--- config.mk ---
export PLATFORM = sky130hd
export DESIGN_NAME = yuv420_to_rgb_converter_core
export DESIGN_NICKNAME = d
export VERILOG_FILES = /design/src/design/yrc_pkg.sv /design/src/design/yrc_front.sv /design/src/design/yrc_job_queue.sv /design/src/design/yrc_back.sv /design/src/design/yuv420_to_rgb_converter_core.sv
export SDC_FILE = /design/constraint.sdc
export NUM_CORES = 2
export LEC_CHECK = 0
export ABC_AREA = 1
export BUFFER_PORTS_ARGS = -buffer_cell sky130_fd_sc_hd__buf_2
export CELL_PAD_IN_SITES_DETAIL_PLACEMENT = 0
export CELL_PAD_IN_SITES_GLOBAL_PLACEMENT = 1
export CORE_MARGIN = 3
export CORE_UTILIZATION = 35
export DETAILED_ROUTE_END_ITERATION = 7
export PLACE_DENSITY_LB_ADDON = 0.1
export RECOVER_POWER = 100
export SLEW_MARGIN = 5
export SYNTH_ARGS = -nofsm -noshare
export SYNTH_HDL_FRONTEND = slang
export SYNTH_SLANG_ARGS = --single-unit
--- constraint.sdc ---
create_clock -name clk -period 5.9 [get_ports clk]
set_input_delay 0.59 -clock clk [delete_from_list [all_inputs] [get_ports clk]]
set_output_delay 0.59 -clock clk [all_outputs]
set_load 0.03 [all_outputs]
--- src/design/yrc_pkg.sv ---
// Shared types, constants and the pixel clamp for the 4:2:0 to RGB converter.
// Used by every module of the block through scoped names; no dependencies.
`timescale 1ns / 1ps
`default_nettype none

package yrc_pkg;

  // Configuration register port
  localparam int CFG_IDX_W  = 4;
  localparam int CFG_DATA_W = 13;
  localparam logic [CFG_IDX_W-1:0] REG_PAIRS_PER_ROW  = 4'd0;
  localparam logic [CFG_IDX_W-1:0] REG_ROWS_PER_FRAME = 4'd1;

  // Geometry
  localparam int PAIRS_W = 12;
  localparam int ROWS_W  = 13;
  localparam int COL_W   = 11;
  localparam int ROW_W   = 12;
  localparam logic [PAIRS_W-1:0] PAIRS_RESET = 12'd320;
  localparam logic [PAIRS_W-1:0] MAX_PAIRS   = 12'd2048;
  localparam logic [ROWS_W-1:0]  ROWS_RESET  = 13'd480;
  localparam logic [ROWS_W-1:0]  MAX_ROWS    = 13'd4096;

  // Sample widths
  localparam int Y_W      = 8;
  localparam int CHROMA_W = 10;

  // BT.601 integer coefficients, chroma weighted by four
  localparam int C_RV    = 409;
  localparam int C_GU    = 100;
  localparam int C_GV    = 208;
  localparam int C_BU    = 516;
  localparam int C_Y2    = 298 * 8;
  localparam int K_RED   = (128*4 - 16*298*4 - 409*512);
  localparam int K_GREEN = (128*4 - 16*298*4 + 100*512 + 208*512);
  localparam int K_BLUE  = (128*4 - 16*298*4 - 516*512);

  localparam int COEF_W = 21;
  localparam int SUM_W  = 23;
  localparam int OUT_SHIFT = 11;

  // Queues
  localparam int JOBQ_DEPTH = 4;
  localparam int JOBQ_PTR_W = 2;
  localparam int JOBQ_CNT_W = 3;
  localparam int OUTQ_DEPTH = 4;
  localparam int OUTQ_PTR_W = 2;
  localparam int OUTQ_CNT_W = 3;

  typedef logic signed [COEF_W-1:0] coef_t;
  typedef logic signed [SUM_W-1:0]  sum_t;

  // One accepted pair, with the held pair it releases
  typedef struct packed {
    logic [Y_W-1:0]      held_yl;
    logic [Y_W-1:0]      held_yr;
    logic [CHROMA_W-1:0] held_cu;
    logic [CHROMA_W-1:0] held_cv;
    logic [Y_W-1:0]      cur_yl;
    logic [Y_W-1:0]      cur_yr;
    logic [CHROMA_W-1:0] cu;
    logic [CHROMA_W-1:0] cv;
    logic                emit_held;
    logic                emit_cur;
    logic                last_row;
  } job_t;

  typedef struct packed {
    logic [7:0] red_left;
    logic [7:0] green_left;
    logic [7:0] blue_left;
    logic [7:0] red_right;
    logic [7:0] green_right;
    logic [7:0] blue_right;
    logic       row_end;
    logic       frame_end;
  } pix_t;

  typedef struct packed {
    logic full;
    logic empty;
  } q_status_t;

  // Sum is twice the 10-bit-scaled value; drop the fraction and clamp to 0..255
  function automatic logic [7:0] clamp_px(sum_t s);
    sum_t sh;
    sh = s >>> OUT_SHIFT;
    if (s < 0) begin
      return 8'd0;
    end else if (sh > 255) begin
      return 8'd255;
    end else begin
      return sh[7:0];
    end
  endfunction

endpackage

`default_nettype wire

--- src/design/yrc_front.sv ---
// Front end: configuration registers, column/row counters, vertical chroma
// weighting and the held pair. Emits one job per pair that releases results.
// Depends on yrc_pkg.
`timescale 1ns / 1ps
`default_nettype none

module yrc_front (
  input  wire logic                           clk,
  input  wire logic                           rst,
  input  wire logic                           cfg_wr,
  input  wire logic [yrc_pkg::CFG_IDX_W-1:0]  cfg_index,
  input  wire logic [yrc_pkg::CFG_DATA_W-1:0] cfg_data,
  input  wire logic                           accept,
  input  wire logic [7:0]                     luma_left,
  input  wire logic [7:0]                     luma_right,
  input  wire logic [7:0]                     u_near,
  input  wire logic [7:0]                     u_other,
  input  wire logic [7:0]                     v_near,
  input  wire logic [7:0]                     v_other,
  output yrc_pkg::job_t                       job,
  output logic                                job_valid
);

  logic [yrc_pkg::PAIRS_W-1:0]  pairs_per_row;
  logic [yrc_pkg::ROWS_W-1:0]   rows_per_frame;
  logic [yrc_pkg::COL_W-1:0]    column_count;
  logic [yrc_pkg::ROW_W-1:0]    row_count;
  logic [yrc_pkg::Y_W-1:0]      held_luma_left;
  logic [yrc_pkg::Y_W-1:0]      held_luma_right;
  logic [yrc_pkg::CHROMA_W-1:0] held_u_weighted;
  logic [yrc_pkg::CHROMA_W-1:0] held_v_weighted;

  logic [yrc_pkg::PAIRS_W-1:0]  pairs_eff;
  logic [yrc_pkg::PAIRS_W-1:0]  last_col_pos;
  logic [yrc_pkg::ROWS_W-1:0]   rows_even;
  logic [yrc_pkg::ROWS_W-1:0]   rows_eff;
  logic [yrc_pkg::ROWS_W-1:0]   last_row_pos;
  logic                         last_col;
  logic                         last_row;
  logic                         at_edge;
  logic [yrc_pkg::CHROMA_W-1:0] cu;
  logic [yrc_pkg::CHROMA_W-1:0] cv;

  always_comb begin
    if (pairs_per_row == '0) begin
      pairs_eff = yrc_pkg::PAIRS_W'(1);
    end else if (pairs_per_row > yrc_pkg::MAX_PAIRS) begin
      pairs_eff = yrc_pkg::MAX_PAIRS;
    end else begin
      pairs_eff = pairs_per_row;
    end
    last_col_pos = pairs_eff - yrc_pkg::PAIRS_W'(1);

    rows_even = {rows_per_frame[yrc_pkg::ROWS_W-1:1], 1'b0};
    if (rows_even < yrc_pkg::ROWS_W'(2)) begin
      rows_eff = yrc_pkg::ROWS_W'(2);
    end else if (rows_even > yrc_pkg::MAX_ROWS) begin
      rows_eff = yrc_pkg::MAX_ROWS;
    end else begin
      rows_eff = rows_even;
    end
    last_row_pos = rows_eff - yrc_pkg::ROWS_W'(1);

    // a count left past its end by a register change counts as the end
    last_col = {1'b0, column_count} >= last_col_pos;
    last_row = {1'b0, row_count} >= last_row_pos;

    // top row and bottom odd row use the near chroma row alone
    at_edge = row_count[0] ? last_row : (row_count == '0);
    if (at_edge) begin
      cu = {u_near, 2'b00};
      cv = {v_near, 2'b00};
    end else begin
      cu = {2'b00, u_near} + {1'b0, u_near, 1'b0} + {2'b00, u_other};
      cv = {2'b00, v_near} + {1'b0, v_near, 1'b0} + {2'b00, v_other};
    end
  end

  always_comb begin
    job.held_yl   = held_luma_left;
    job.held_yr   = held_luma_right;
    job.held_cu   = held_u_weighted;
    job.held_cv   = held_v_weighted;
    job.cur_yl    = luma_left;
    job.cur_yr    = luma_right;
    job.cu        = cu;
    job.cv        = cv;
    job.emit_held = column_count != '0;
    job.emit_cur  = last_col;
    job.last_row  = last_row;
    job_valid     = accept && (job.emit_held || job.emit_cur);
  end

  always_ff @(posedge clk) begin
    if (rst) begin
      pairs_per_row  <= yrc_pkg::PAIRS_RESET;
      rows_per_frame <= yrc_pkg::ROWS_RESET;
    end else if (cfg_wr) begin
      case (cfg_index)
        yrc_pkg::REG_PAIRS_PER_ROW:  pairs_per_row  <= cfg_data[yrc_pkg::PAIRS_W-1:0];
        yrc_pkg::REG_ROWS_PER_FRAME: rows_per_frame <= cfg_data[yrc_pkg::ROWS_W-1:0];
        default: begin
        end
      endcase
    end
  end

  always_ff @(posedge clk) begin
    if (rst) begin
      column_count    <= '0;
      row_count       <= '0;
      held_luma_left  <= '0;
      held_luma_right <= '0;
      held_u_weighted <= '0;
      held_v_weighted <= '0;
    end else if (accept) begin
      if (last_col) begin
        column_count <= '0;
        row_count    <= last_row ? '0 : row_count + yrc_pkg::ROW_W'(1);
      end else begin
        // hold the pair until the next column's chroma arrives
        held_luma_left  <= luma_left;
        held_luma_right <= luma_right;
        held_u_weighted <= cu;
        held_v_weighted <= cv;
        column_count    <= column_count + yrc_pkg::COL_W'(1);
      end
    end
  end

endmodule

`default_nettype wire

--- src/design/yrc_job_queue.sv ---
// Short job queue between the front end and the color back end.
// Register storage read only at the head. Depends on yrc_pkg.
`timescale 1ns / 1ps
`default_nettype none

module yrc_job_queue (
  input  wire logic          clk,
  input  wire logic          rst,
  input  wire logic          push,
  input  wire yrc_pkg::job_t wr_job,
  input  wire logic          pop,
  output yrc_pkg::job_t      head,
  output yrc_pkg::q_status_t stat
);

  yrc_pkg::job_t                  slots [yrc_pkg::JOBQ_DEPTH];
  logic [yrc_pkg::JOBQ_PTR_W-1:0] wr_ptr;
  logic [yrc_pkg::JOBQ_PTR_W-1:0] rd_ptr;
  logic [yrc_pkg::JOBQ_CNT_W-1:0] count;
  logic                           do_push;
  logic                           do_pop;

  assign stat.full  = count == yrc_pkg::JOBQ_CNT_W'(yrc_pkg::JOBQ_DEPTH);
  assign stat.empty = count == '0;
  assign do_push    = push && !stat.full;
  assign do_pop     = pop && !stat.empty;
  assign head       = slots[rd_ptr];

  always_ff @(posedge clk) begin
    if (do_push) begin
      slots[wr_ptr] <= wr_job;
    end
  end

  always_ff @(posedge clk) begin
    if (rst) begin
      wr_ptr <= '0;
      rd_ptr <= '0;
      count  <= '0;
    end else begin
      if (do_push) begin
        wr_ptr <= wr_ptr + yrc_pkg::JOBQ_PTR_W'(1);
      end
      if (do_pop) begin
        rd_ptr <= rd_ptr + yrc_pkg::JOBQ_PTR_W'(1);
      end
      case ({do_push, do_pop})
        2'b10:   count <= count + yrc_pkg::JOBQ_CNT_W'(1);
        2'b01:   count <= count - yrc_pkg::JOBQ_CNT_W'(1);
        default: count <= count;
      endcase
    end
  end

endmodule

`default_nettype wire

--- src/design/yrc_back.sv ---
// Back end: expands each job into one or two pixel-pair results, runs the
// color products, sums and clamps, and buffers results in an output queue.
// Depends on yrc_pkg.
`timescale 1ns / 1ps
`default_nettype none

module yrc_back (
  input  wire logic               clk,
  input  wire logic               rst,
  input  wire yrc_pkg::job_t      job,
  input  wire yrc_pkg::q_status_t jq_stat,
  output logic                    job_pop,
  input  wire logic               pop,
  output yrc_pkg::pix_t           pix,
  output logic                    empty
);

  // issue side
  logic                         phase;
  logic                         issue;
  logic                         use_held;
  logic [yrc_pkg::Y_W-1:0]      op_yl;
  logic [yrc_pkg::Y_W-1:0]      op_yr;
  logic [yrc_pkg::CHROMA_W-1:0] op_cu;
  logic [yrc_pkg::CHROMA_W-1:0] op_cv;
  logic [yrc_pkg::CHROMA_W-1:0] op_nu;
  logic [yrc_pkg::CHROMA_W-1:0] op_nv;
  logic                         op_rend;
  logic                         op_fend;

  // product stage
  logic           s1_valid;
  yrc_pkg::coef_t s1_r0;
  yrc_pkg::coef_t s1_g0;
  yrc_pkg::coef_t s1_b0;
  yrc_pkg::coef_t s1_r1;
  yrc_pkg::coef_t s1_g1;
  yrc_pkg::coef_t s1_b1;
  yrc_pkg::coef_t s1_ylw;
  yrc_pkg::coef_t s1_yrw;
  logic           s1_rend;
  logic           s1_fend;

  // sum stage and output queue
  yrc_pkg::sum_t                  sum_rl;
  yrc_pkg::sum_t                  sum_gl;
  yrc_pkg::sum_t                  sum_bl;
  yrc_pkg::sum_t                  sum_rr;
  yrc_pkg::sum_t                  sum_gr;
  yrc_pkg::sum_t                  sum_br;
  yrc_pkg::pix_t                  res;
  yrc_pkg::pix_t                  outq [yrc_pkg::OUTQ_DEPTH];
  logic [yrc_pkg::OUTQ_PTR_W-1:0] wr_ptr;
  logic [yrc_pkg::OUTQ_PTR_W-1:0] rd_ptr;
  logic [yrc_pkg::OUTQ_CNT_W-1:0] count;
  logic                           do_pop;

  always_comb begin
    // reserve a queue slot for every result still in the product stage
    issue    = !jq_stat.empty &&
               (int'(count) + int'(s1_valid) < yrc_pkg::OUTQ_DEPTH);
    use_held = job.emit_held && !phase;
    job_pop  = issue && (!(job.emit_held && job.emit_cur) || phase);
    if (use_held) begin
      op_yl   = job.held_yl;
      op_yr   = job.held_yr;
      op_cu   = job.held_cu;
      op_cv   = job.held_cv;
      op_nu   = job.cu;
      op_nv   = job.cv;
      op_rend = 1'b0;
      op_fend = 1'b0;
    end else begin
      op_yl   = job.cur_yl;
      op_yr   = job.cur_yr;
      op_cu   = job.cu;
      op_cv   = job.cv;
      op_nu   = job.cu;
      op_nv   = job.cv;
      op_rend = 1'b1;
      op_fend = job.last_row;
    end
  end

  always_ff @(posedge clk) begin
    if (rst) begin
      phase    <= 1'b0;
      s1_valid <= 1'b0;
    end else begin
      s1_valid <= issue;
      if (issue) begin
        phase <= !job_pop;
      end
    end
  end

  always_ff @(posedge clk) begin
    s1_r0   <= yrc_pkg::coef_t'(yrc_pkg::C_RV * int'(op_cv) + yrc_pkg::K_RED);
    s1_g0   <= yrc_pkg::coef_t'(yrc_pkg::K_GREEN - yrc_pkg::C_GU * int'(op_cu)
                                - yrc_pkg::C_GV * int'(op_cv));
    s1_b0   <= yrc_pkg::coef_t'(yrc_pkg::C_BU * int'(op_cu) + yrc_pkg::K_BLUE);
    s1_r1   <= yrc_pkg::coef_t'(yrc_pkg::C_RV * int'(op_nv) + yrc_pkg::K_RED);
    s1_g1   <= yrc_pkg::coef_t'(yrc_pkg::K_GREEN - yrc_pkg::C_GU * int'(op_nu)
                                - yrc_pkg::C_GV * int'(op_nv));
    s1_b1   <= yrc_pkg::coef_t'(yrc_pkg::C_BU * int'(op_nu) + yrc_pkg::K_BLUE);
    s1_ylw  <= yrc_pkg::coef_t'(yrc_pkg::C_Y2 * int'(op_yl));
    s1_yrw  <= yrc_pkg::coef_t'(yrc_pkg::C_Y2 * int'(op_yr));
    s1_rend <= op_rend;
    s1_fend <= op_fend;
  end

  always_comb begin
    // left pixel is doubled so both pixels share one shift and clamp
    sum_rl = yrc_pkg::sum_t'(s1_r0) + yrc_pkg::sum_t'(s1_r0) + yrc_pkg::sum_t'(s1_ylw);
    sum_gl = yrc_pkg::sum_t'(s1_g0) + yrc_pkg::sum_t'(s1_g0) + yrc_pkg::sum_t'(s1_ylw);
    sum_bl = yrc_pkg::sum_t'(s1_b0) + yrc_pkg::sum_t'(s1_b0) + yrc_pkg::sum_t'(s1_ylw);
    sum_rr = yrc_pkg::sum_t'(s1_r0) + yrc_pkg::sum_t'(s1_r1) + yrc_pkg::sum_t'(s1_yrw);
    sum_gr = yrc_pkg::sum_t'(s1_g0) + yrc_pkg::sum_t'(s1_g1) + yrc_pkg::sum_t'(s1_yrw);
    sum_br = yrc_pkg::sum_t'(s1_b0) + yrc_pkg::sum_t'(s1_b1) + yrc_pkg::sum_t'(s1_yrw);
    res.red_left    = yrc_pkg::clamp_px(sum_rl);
    res.green_left  = yrc_pkg::clamp_px(sum_gl);
    res.blue_left   = yrc_pkg::clamp_px(sum_bl);
    res.red_right   = yrc_pkg::clamp_px(sum_rr);
    res.green_right = yrc_pkg::clamp_px(sum_gr);
    res.blue_right  = yrc_pkg::clamp_px(sum_br);
    res.row_end     = s1_rend;
    res.frame_end   = s1_fend;
  end

  assign empty  = count == '0;
  assign do_pop = pop && !empty;
  assign pix    = outq[rd_ptr];

  always_ff @(posedge clk) begin
    if (s1_valid) begin
      outq[wr_ptr] <= res;
    end
  end

  always_ff @(posedge clk) begin
    if (rst) begin
      wr_ptr <= '0;
      rd_ptr <= '0;
      count  <= '0;
    end else begin
      if (s1_valid) begin
        wr_ptr <= wr_ptr + yrc_pkg::OUTQ_PTR_W'(1);
      end
      if (do_pop) begin
        rd_ptr <= rd_ptr + yrc_pkg::OUTQ_PTR_W'(1);
      end
      case ({s1_valid, do_pop})
        2'b10:   count <= count + yrc_pkg::OUTQ_CNT_W'(1);
        2'b01:   count <= count - yrc_pkg::OUTQ_CNT_W'(1);
        default: count <= count;
      endcase
    end
  end

endmodule

`default_nettype wire

--- src/design/yuv420_to_rgb_converter_core.sv ---
// BT.601 planar 4:2:0 to RGB converter, top level.
// Instantiates yrc_front, yrc_job_queue and yrc_back; depends on yrc_pkg.
//
// Usage:
//   Input queue: drive one luma pair with its near/other U and V samples and
//   raise push; the pair is taken at an edge with push high and full low.
//   Result queue: while empty is low the oldest result pair sits on the
//   color ports with row_end/frame_end; pop high takes it.
//   Config: cfg_valid with cfg_index/cfg_data; cfg_ready is always high.
//   Index 0 is pairs_per_row, index 1 rows_per_frame, other indexes ignored.
// Timing:
//   A pair is released once the next pair of its row arrives; the last pair
//   of a row releases itself too. A released result passes the job queue,
//   product stage and result queue. Input rate is one pair per cycle unless
//   full; the back end retires one result per cycle while the result queue
//   has room, and the four-entry job queue absorbs the row-end double result.
// Reset: counters, held pair and both queues clear; the registers return to
//   320 pairs and 480 rows.
// Stall: with pop low the four-entry result queue fills, the back end stops,
//   the job queue fills and full rises; no result is dropped.
`timescale 1ns / 1ps
`default_nettype none

module yuv420_to_rgb_converter_core (
  input  wire logic                           clk,
  input  wire logic                           rst,
  input  wire logic                           cfg_valid,
  output logic                                cfg_ready,
  input  wire logic [yrc_pkg::CFG_IDX_W-1:0]  cfg_index,
  input  wire logic [yrc_pkg::CFG_DATA_W-1:0] cfg_data,
  input  wire logic                           push,
  output logic                                full,
  input  wire logic [7:0]                     luma_left,
  input  wire logic [7:0]                     luma_right,
  input  wire logic [7:0]                     u_near,
  input  wire logic [7:0]                     u_other,
  input  wire logic [7:0]                     v_near,
  input  wire logic [7:0]                     v_other,
  output logic                                empty,
  input  wire logic                           pop,
  output logic [7:0]                          red_left,
  output logic [7:0]                          green_left,
  output logic [7:0]                          blue_left,
  output logic [7:0]                          red_right,
  output logic [7:0]                          green_right,
  output logic [7:0]                          blue_right,
  output logic                                row_end,
  output logic                                frame_end
);

  yrc_pkg::job_t      job_in;
  yrc_pkg::job_t      job_head;
  yrc_pkg::q_status_t jq_stat;
  yrc_pkg::pix_t      pix;
  logic               job_push;
  logic               job_pop;
  logic               accept;

  assign cfg_ready = 1'b1;
  assign full      = jq_stat.full;
  assign accept    = push && !full;

  yrc_front u_front (
    .clk        (clk),
    .rst        (rst),
    .cfg_wr     (cfg_valid && cfg_ready),
    .cfg_index  (cfg_index),
    .cfg_data   (cfg_data),
    .accept     (accept),
    .luma_left  (luma_left),
    .luma_right (luma_right),
    .u_near     (u_near),
    .u_other    (u_other),
    .v_near     (v_near),
    .v_other    (v_other),
    .job        (job_in),
    .job_valid  (job_push)
  );

  yrc_job_queue u_job_queue (
    .clk    (clk),
    .rst    (rst),
    .push   (job_push),
    .wr_job (job_in),
    .pop    (job_pop),
    .head   (job_head),
    .stat   (jq_stat)
  );

  yrc_back u_back (
    .clk     (clk),
    .rst     (rst),
    .job     (job_head),
    .jq_stat (jq_stat),
    .job_pop (job_pop),
    .pop     (pop),
    .pix     (pix),
    .empty   (empty)
  );

  assign red_left    = pix.red_left;
  assign green_left  = pix.green_left;
  assign blue_left   = pix.blue_left;
  assign red_right   = pix.red_right;
  assign green_right = pix.green_right;
  assign blue_right  = pix.blue_right;
  assign row_end     = pix.row_end;
  assign frame_end   = pix.frame_end;

  // a frame ends only on the last pair of a row
  assert property (@(posedge clk) disable iff (rst) (!empty && frame_end) |-> row_end)
    else $error("frame_end without row_end at the result head");

  // both queues come out of reset drained
  assert property (@(posedge clk) $past(rst) |-> (empty && !full))
    else $error("queues not drained after reset");

endmodule

`default_nettype wire
Word-level counts from Yosys, hierarchy flattened
Memory sizes are Yosys's and may differ from the RTL's. A register that Yosys moved wholly into a read port is not among the register bits.
Cells that the tools add are included.

storage, ports and cells
  memories = 2
  input bits = 70
  word-level logic and storage cells = 165
  flip-flop bits (word level) = 260
  bits in writable memories = 500
  output and inout bits = 53

cells by class
  reduce and logical (&&, ||, !) cells = 29
  $lt $le $gt $ge = 18
  add/subtract/negate cells = 37
  bitwise gates (word level) = 1
  mux-type cells = 36
  equality and inequality tests = 6
  $mul = 10

memories
  name               words  bits a word  read ports  clocked after memory_dff  write ports  RTL line             text
  u_job_queue.slots  4      75           1           1                         1            yrc_job_queue.sv:16  yrc_pkg::job_t slots [yrc_pkg::JOBQ_DEPTH];
  u_back.outq        4      50           1           1                         1            yrc_back.sv:52       yrc_pkg::pix_t outq [yrc_pkg::OUTQ_DEPTH];

operator list
  operator                                                         number
  adder 22 x 21 -> 23 bit                                          6
  < comparator 23 x 1 -> 1 bit (second input constant)             6
  adder 21 x 21 -> 22 bit                                          6
  two-way mux 8 bit                                                14
  greater-than comparator 12 x 9 -> 1 bit (second input constant)  6
  adder 21 x 19 -> 21 bit (second input constant)                  2
  adder 21 x 20 -> 21 bit (second input constant)                  2
  subtractor 19 x 21 -> 21 bit (first input constant)              2
  subtractor 21 bit                                                2
  two-way mux 10 bit                                               4
  multiplier 9 x 10 -> 19 bit (first input constant)               2
  multiplier 8 x 10 -> 18 bit (first input constant)               2
  two-way mux 12 bit                                               3
  < comparator 32 x 4 -> 1 bit (second input constant)             1
  multiplier 8 x 8 -> 16 bit (first input constant)                2
  multiplier 5 x 10 -> 15 bit (first input constant)               2
  multiplier 4 x 10 -> 14 bit (first input constant)               2
  two-way mux 13 bit                                               2
  logical NOT 12 bit                                               2
  adder 10 x 8 -> 10 bit                                           2
  adder 8 x 9 -> 10 bit                                            2
  greater-or-equal comparator 12 x 13 -> 1 bit                     1
  greater-than comparator 13 bit (second input constant)           1
  < comparator 13 x 2 -> 1 bit (second input constant)             1
  other kinds (27)                                                 62

Depth between registers and ports, before layout
  depth after elaboration = 10
  mapped depth = 33

Cells and area by module
A second synthesis with hierarchy kept.

unflattened totals
  cells, all modules = 5371
  area total of the unflattened synthesis = 48275.0 um^2

by module, submodules not included
  module                        area an instance (um^2)  cells each  instances
  yrc_back                      29941.2                  3659        1
  yrc_job_queue                 12190.4                  795         1
  yrc_front                     6122.1                   913         1
  yuv420_to_rgb_converter_core  21.3                     4           1

Worst setup path before layout
OpenSTA, ideal clock, no wires.

  path type = register to register
  from = reg u_front.pairs_per_row[6] in the netlist's numbering
  to = mem u_job_queue.slots[0][0] in the netlist's numbering (enable)
  clock period less this slack = 6218 ps
  required time = 5391 ps
  data arrival time = 5709 ps
  path slack = -318 ps
  buffers on the path = 1
  cell stages (with the launch flop) = 21
  cells stage by stage = dfxtp_1 > nor2_1 > nand3_1 > nor2_1 > nand2_1 > nand2_1 > buf_2 > nand2_1 > ha_1 > a31o_2 > nand2_1 > inv_1 > ha_1 > nand2_1 > nor2_1 > nand3_1 > nand3_1 > nand2_1 > nand2_1 > inv_1 > nor2_1

RTL lines
  what                    RTL line             text
  start, declared         yrc_front.sv:24      logic [yrc_pkg::PAIRS_W-1:0] pairs_per_row;
  start signal, assigned  yrc_front.sv:96      pairs_per_row <= yrc_pkg::PAIRS_RESET;
  start signal, assigned  yrc_front.sv:100     yrc_pkg::REG_PAIRS_PER_ROW: pairs_per_row <= cfg_data[yrc_pkg::PAIRS_W-1:0];
  end, declared           yrc_job_queue.sv:16

==> metrics.txt <==
number of global-route vias before repair=35300; Core Rows=134; Tmin final=5540 ps; Yosys warning total=0; Net Count, Synth=around 6100; Root Driver=clkbuf_16; CTS tree=built; first-pass GRT wire length=213000 um; num ports=123; Post-DP Area=just over 50000 um2; Gate Count Post-Synth=5324; Synth Flop Type=edfxtp_1; critical path's largest stage delay=roughly 540 ps; DR vias/cell=~4.9; Seq/Total Area, Yosys=0.421; Die Ht=375 um; failing checks=capacitance limit, slew limit; area of the multi-input gates=24500 um2; 1st-iter DRT viols=between 2000 and 2500; Worst EP required=about 6500 ps; # fillers=between 10000 and 15000; clock slew at reported path FFs=60 ps; Initial Util=0.355; Slew Viols, Final=324; ANT nets after route=0; Longest Clk Path Bufs=3; Worst-Margin Slew=3470 ps; Setup crit end kind=flop; drt first pass iters=5; gr usage total=0.194; via count=around 36000; Critical Path Start Type=flop; Max H-tree Level=3; final hold vios=0; Setup CP Type=reg2reg; Final Setup Violations=0; DRT Wirelength=138000 um; Crit Path Max Fanout=44; Seq cells post-synth=753; post-DR wirelength/cell=18.7 um; Post-synth ARST share=0; clk_skew=20.8 ps; routability congestion estimate=0.902; nets=6236; Post-synth EDFFs=500; CTS Buf Count=between 80 and 90; port bufs=121; family with the most delay on the worst path=adder cells; Sink Count=753; CP Data Arrival Time=a little over 6000 ps; Syn Std Cell Area=47700 um2; RSZ-0062 raised after global routing=false; drt drc=0; placed wire-length estimate=107000 um; period utilisation layout=0.938; worst path bufs/invs=5; status=finished, violations left; gr ovfl total=0; synth-to-layout area growth=12.1%; crit-path most repeated cell=nand2_1; Reg area=20100 um2; fmax=181 MHz; die span in x=375 um; largest net degree at the start of global routing=around 70; Mapped Avg Cell Area=8.97 um2; core area=134000 um2; antenna violations before repair=1; hold buffers post-CTS=0; Hold WC Path Type=in2reg; Unique masters post-synth=just over 60; Max-cap violations=8; cell area after layout=between 50000 and 60000 um2; clock latency on the worst-skew pair=slightly below 700 ps; Crit-path slowest cell=fa_1; max_slew headroom=-1.31; share of cells above drive strength 1=0.0584; crit path cell chain=buf_12 -> buf_12 -> nand2_1 -> a32oi_1 -> clkbuf_1 -> ha_1 -> ha_1 -> inv_1 -> fa_1 -> fa_1 -> inv_1 -> ha_1 -> a21oi_1 -> nand2_1 -> nand2_1 -> nand2_1 -> o21ai_0 -> nand3_1 -> nand2_1 -> nand2_1 -> nand2_1 -> nand2_1; die footprint=between 100000 and 150000 um2
[flip-flops by register name (all words and copies together) (netlist names), 2 cells and up, named ones only]
name                     cells
u_job_queue.count            3
u_back.count                 3
u_back.s1_yrw               16
u_back.s1_r0                21
u_front.row_count           12
u_job_queue.rd_ptr           2
u_back.s1_b0                18
u_front.rows_per_frame      12
u_job_queue.wr_ptr           2
u_back.rd_ptr                2
u_front.held_v_weighted     10
u_back.s1_r1                21
u_back.wr_ptr                2
u_front.column_count        11
u_front.held_luma_right      8
u_back.s1_g1                19
u_back.outq                200
u_back.s1_ylw               16
u_back.s1_b1                18
u_front.pairs_per_row       12
u_front.held_luma_left       8
u_job_queue.slots          300
u_front.held_u_weighted     10
u_back.s1_g0                19
[routing by layer]
layer	track usage	wire [um]
met2	0.315	61900
met3	0.0223	4400
met4	0.0659	4570
met5	0	0
met1	0.270	66800
[cell usage in the layout, fill, tap and decap left out, types with 24 or more instances in the layout]
cell         n
a21oi_1    332
a31oi_1     26
buf_2       59
buf_4       59
clkbuf_1    98
clkbuf_16   89
dfxtp_1    251
edfxtp_1   500
fa_1       142
ha_1       517
inv_1      663
nand2_1    975
nand3_1    216
nand3b_1    24
nand4_1     55
nor2_1     591
nor3_1      43
o21a_1      28
o21ai_0    366
o22ai_1     79
xnor2_1     75
xor2_1     120
[Yosys cell counts (10+ instances only)]
cell      count  area share
nand2_1     971       0.076
inv_1       665       0.052
nor2_1      588       0.046
ha_1        517        0.14
edfxtp_1    500        0.31
o21ai_0     370       0.039
a21oi_1     333       0.035
dfxtp_1     253        0.11
nand3_1     213       0.022
fa_1        142       0.060
xor2_1      120       0.022
o22ai_1      79       0.010
xnor2_1      74       0.014
clkbuf_1     65      0.0051
nand4_1      55      0.0072
nor3_1       43      0.0045
buf_2        33      0.0035
o21a_1       28      0.0044
a31oi_1      27      0.0035
nand3b_1     24      0.0038
nand2_2      20      0.0026
o21bai_1     19      0.0030
a21o_1       18      0.0028
o211ai_1     14      0.0022
a32oi_1      10      0.0018
nor4_1       10      0.0013
[metrics by stage]
stage | hold WS (ps) | setup TNS (ps) | setup slack, ps | cells | util
detailed placement | 457 | 0 | 219 | 7183 | 0.378
CTS | 78.4 | 0 | 222 | 7345 | 0.400
finish | 158 | 0 | 363 | 7351 | 0.398
global placement | 457 | 0 | 265 | 7183 | 0.378
floorplan | 436 | -95390 | -318 | 5324 | -
global route | 141 | 0 | 4.93 | 7349 | 0.398
[cell families (layout without fill, tap and decap cells)]
logic type               Yosys count  in the layout  synth area share
AND/OR/NAND/NOR                 1970           1970             0.172
AO/OA/AOI/OAI                    953            953             0.111
buffers and inverters            791           1048            0.0648
flip-flops                       753            753             0.421
adder cells (fa/ha/maj)          659            659             0.195
XOR/XNOR                         197            197            0.0366
other                              1              3         0.0000786
[final cells by class]
cell class / instances / share of cell area
Antenna cell: 2 / 0.0000935
Clock buffer: 121 / 0.0459
Clock inverter: 41 / 0.00905
Inverter: 676 / 0.0476
Multi-Input combinational cell: 3780 / 0.458
Sequential cell: 753 / 0.375
Tap cell: 1768 / 0.0413
Timing Repair Buffer: 210 / 0.0222
[worst reg2reg max path: stages (launching register included)]
cell and delay [ps]:
dfxtp_4 400, buf_12 140, buf_12 220, nand2_1 90, a32oi_1 400, clkbuf_1 470, ha_1 400, ha_1 310
inv_1 50, fa_1 500, fa_1 540, inv_1 40, ha_1 360, a21oi_1 270, nand2_1 160, nand2_1 110
nand2_1 80, o21ai_0 350, nand3_1 220, nand2_1 150, nand2_1 60, nand2_1 50, nand2_1 40
[worst paths after layout]
check                                                from                         to  slack [ps]  cells after the start
worst max-delay path                                 flop           u_back.s1_r1[17]         360                     22
worst max register to register                       flop           u_back.s1_r1[17]         360                     22
worst min register to register  u_front.pairs_per_row[10]  u_front.pairs_per_row[10]         470                      2
worst min-delay path                          cfg_data[8]   u_front.pairs_per_row[8]         160                      3
[what timing repair did]
item	CTS	global route
hold endpoints to repair	0	0
setup endpoints to repair	0	20
setup buffers	0	4
gates resized for setup	0	9
Power is left out: the tool's default activity adds up to more than one toggle a clock period on the data nets, which glitch-free logic cannot reach.
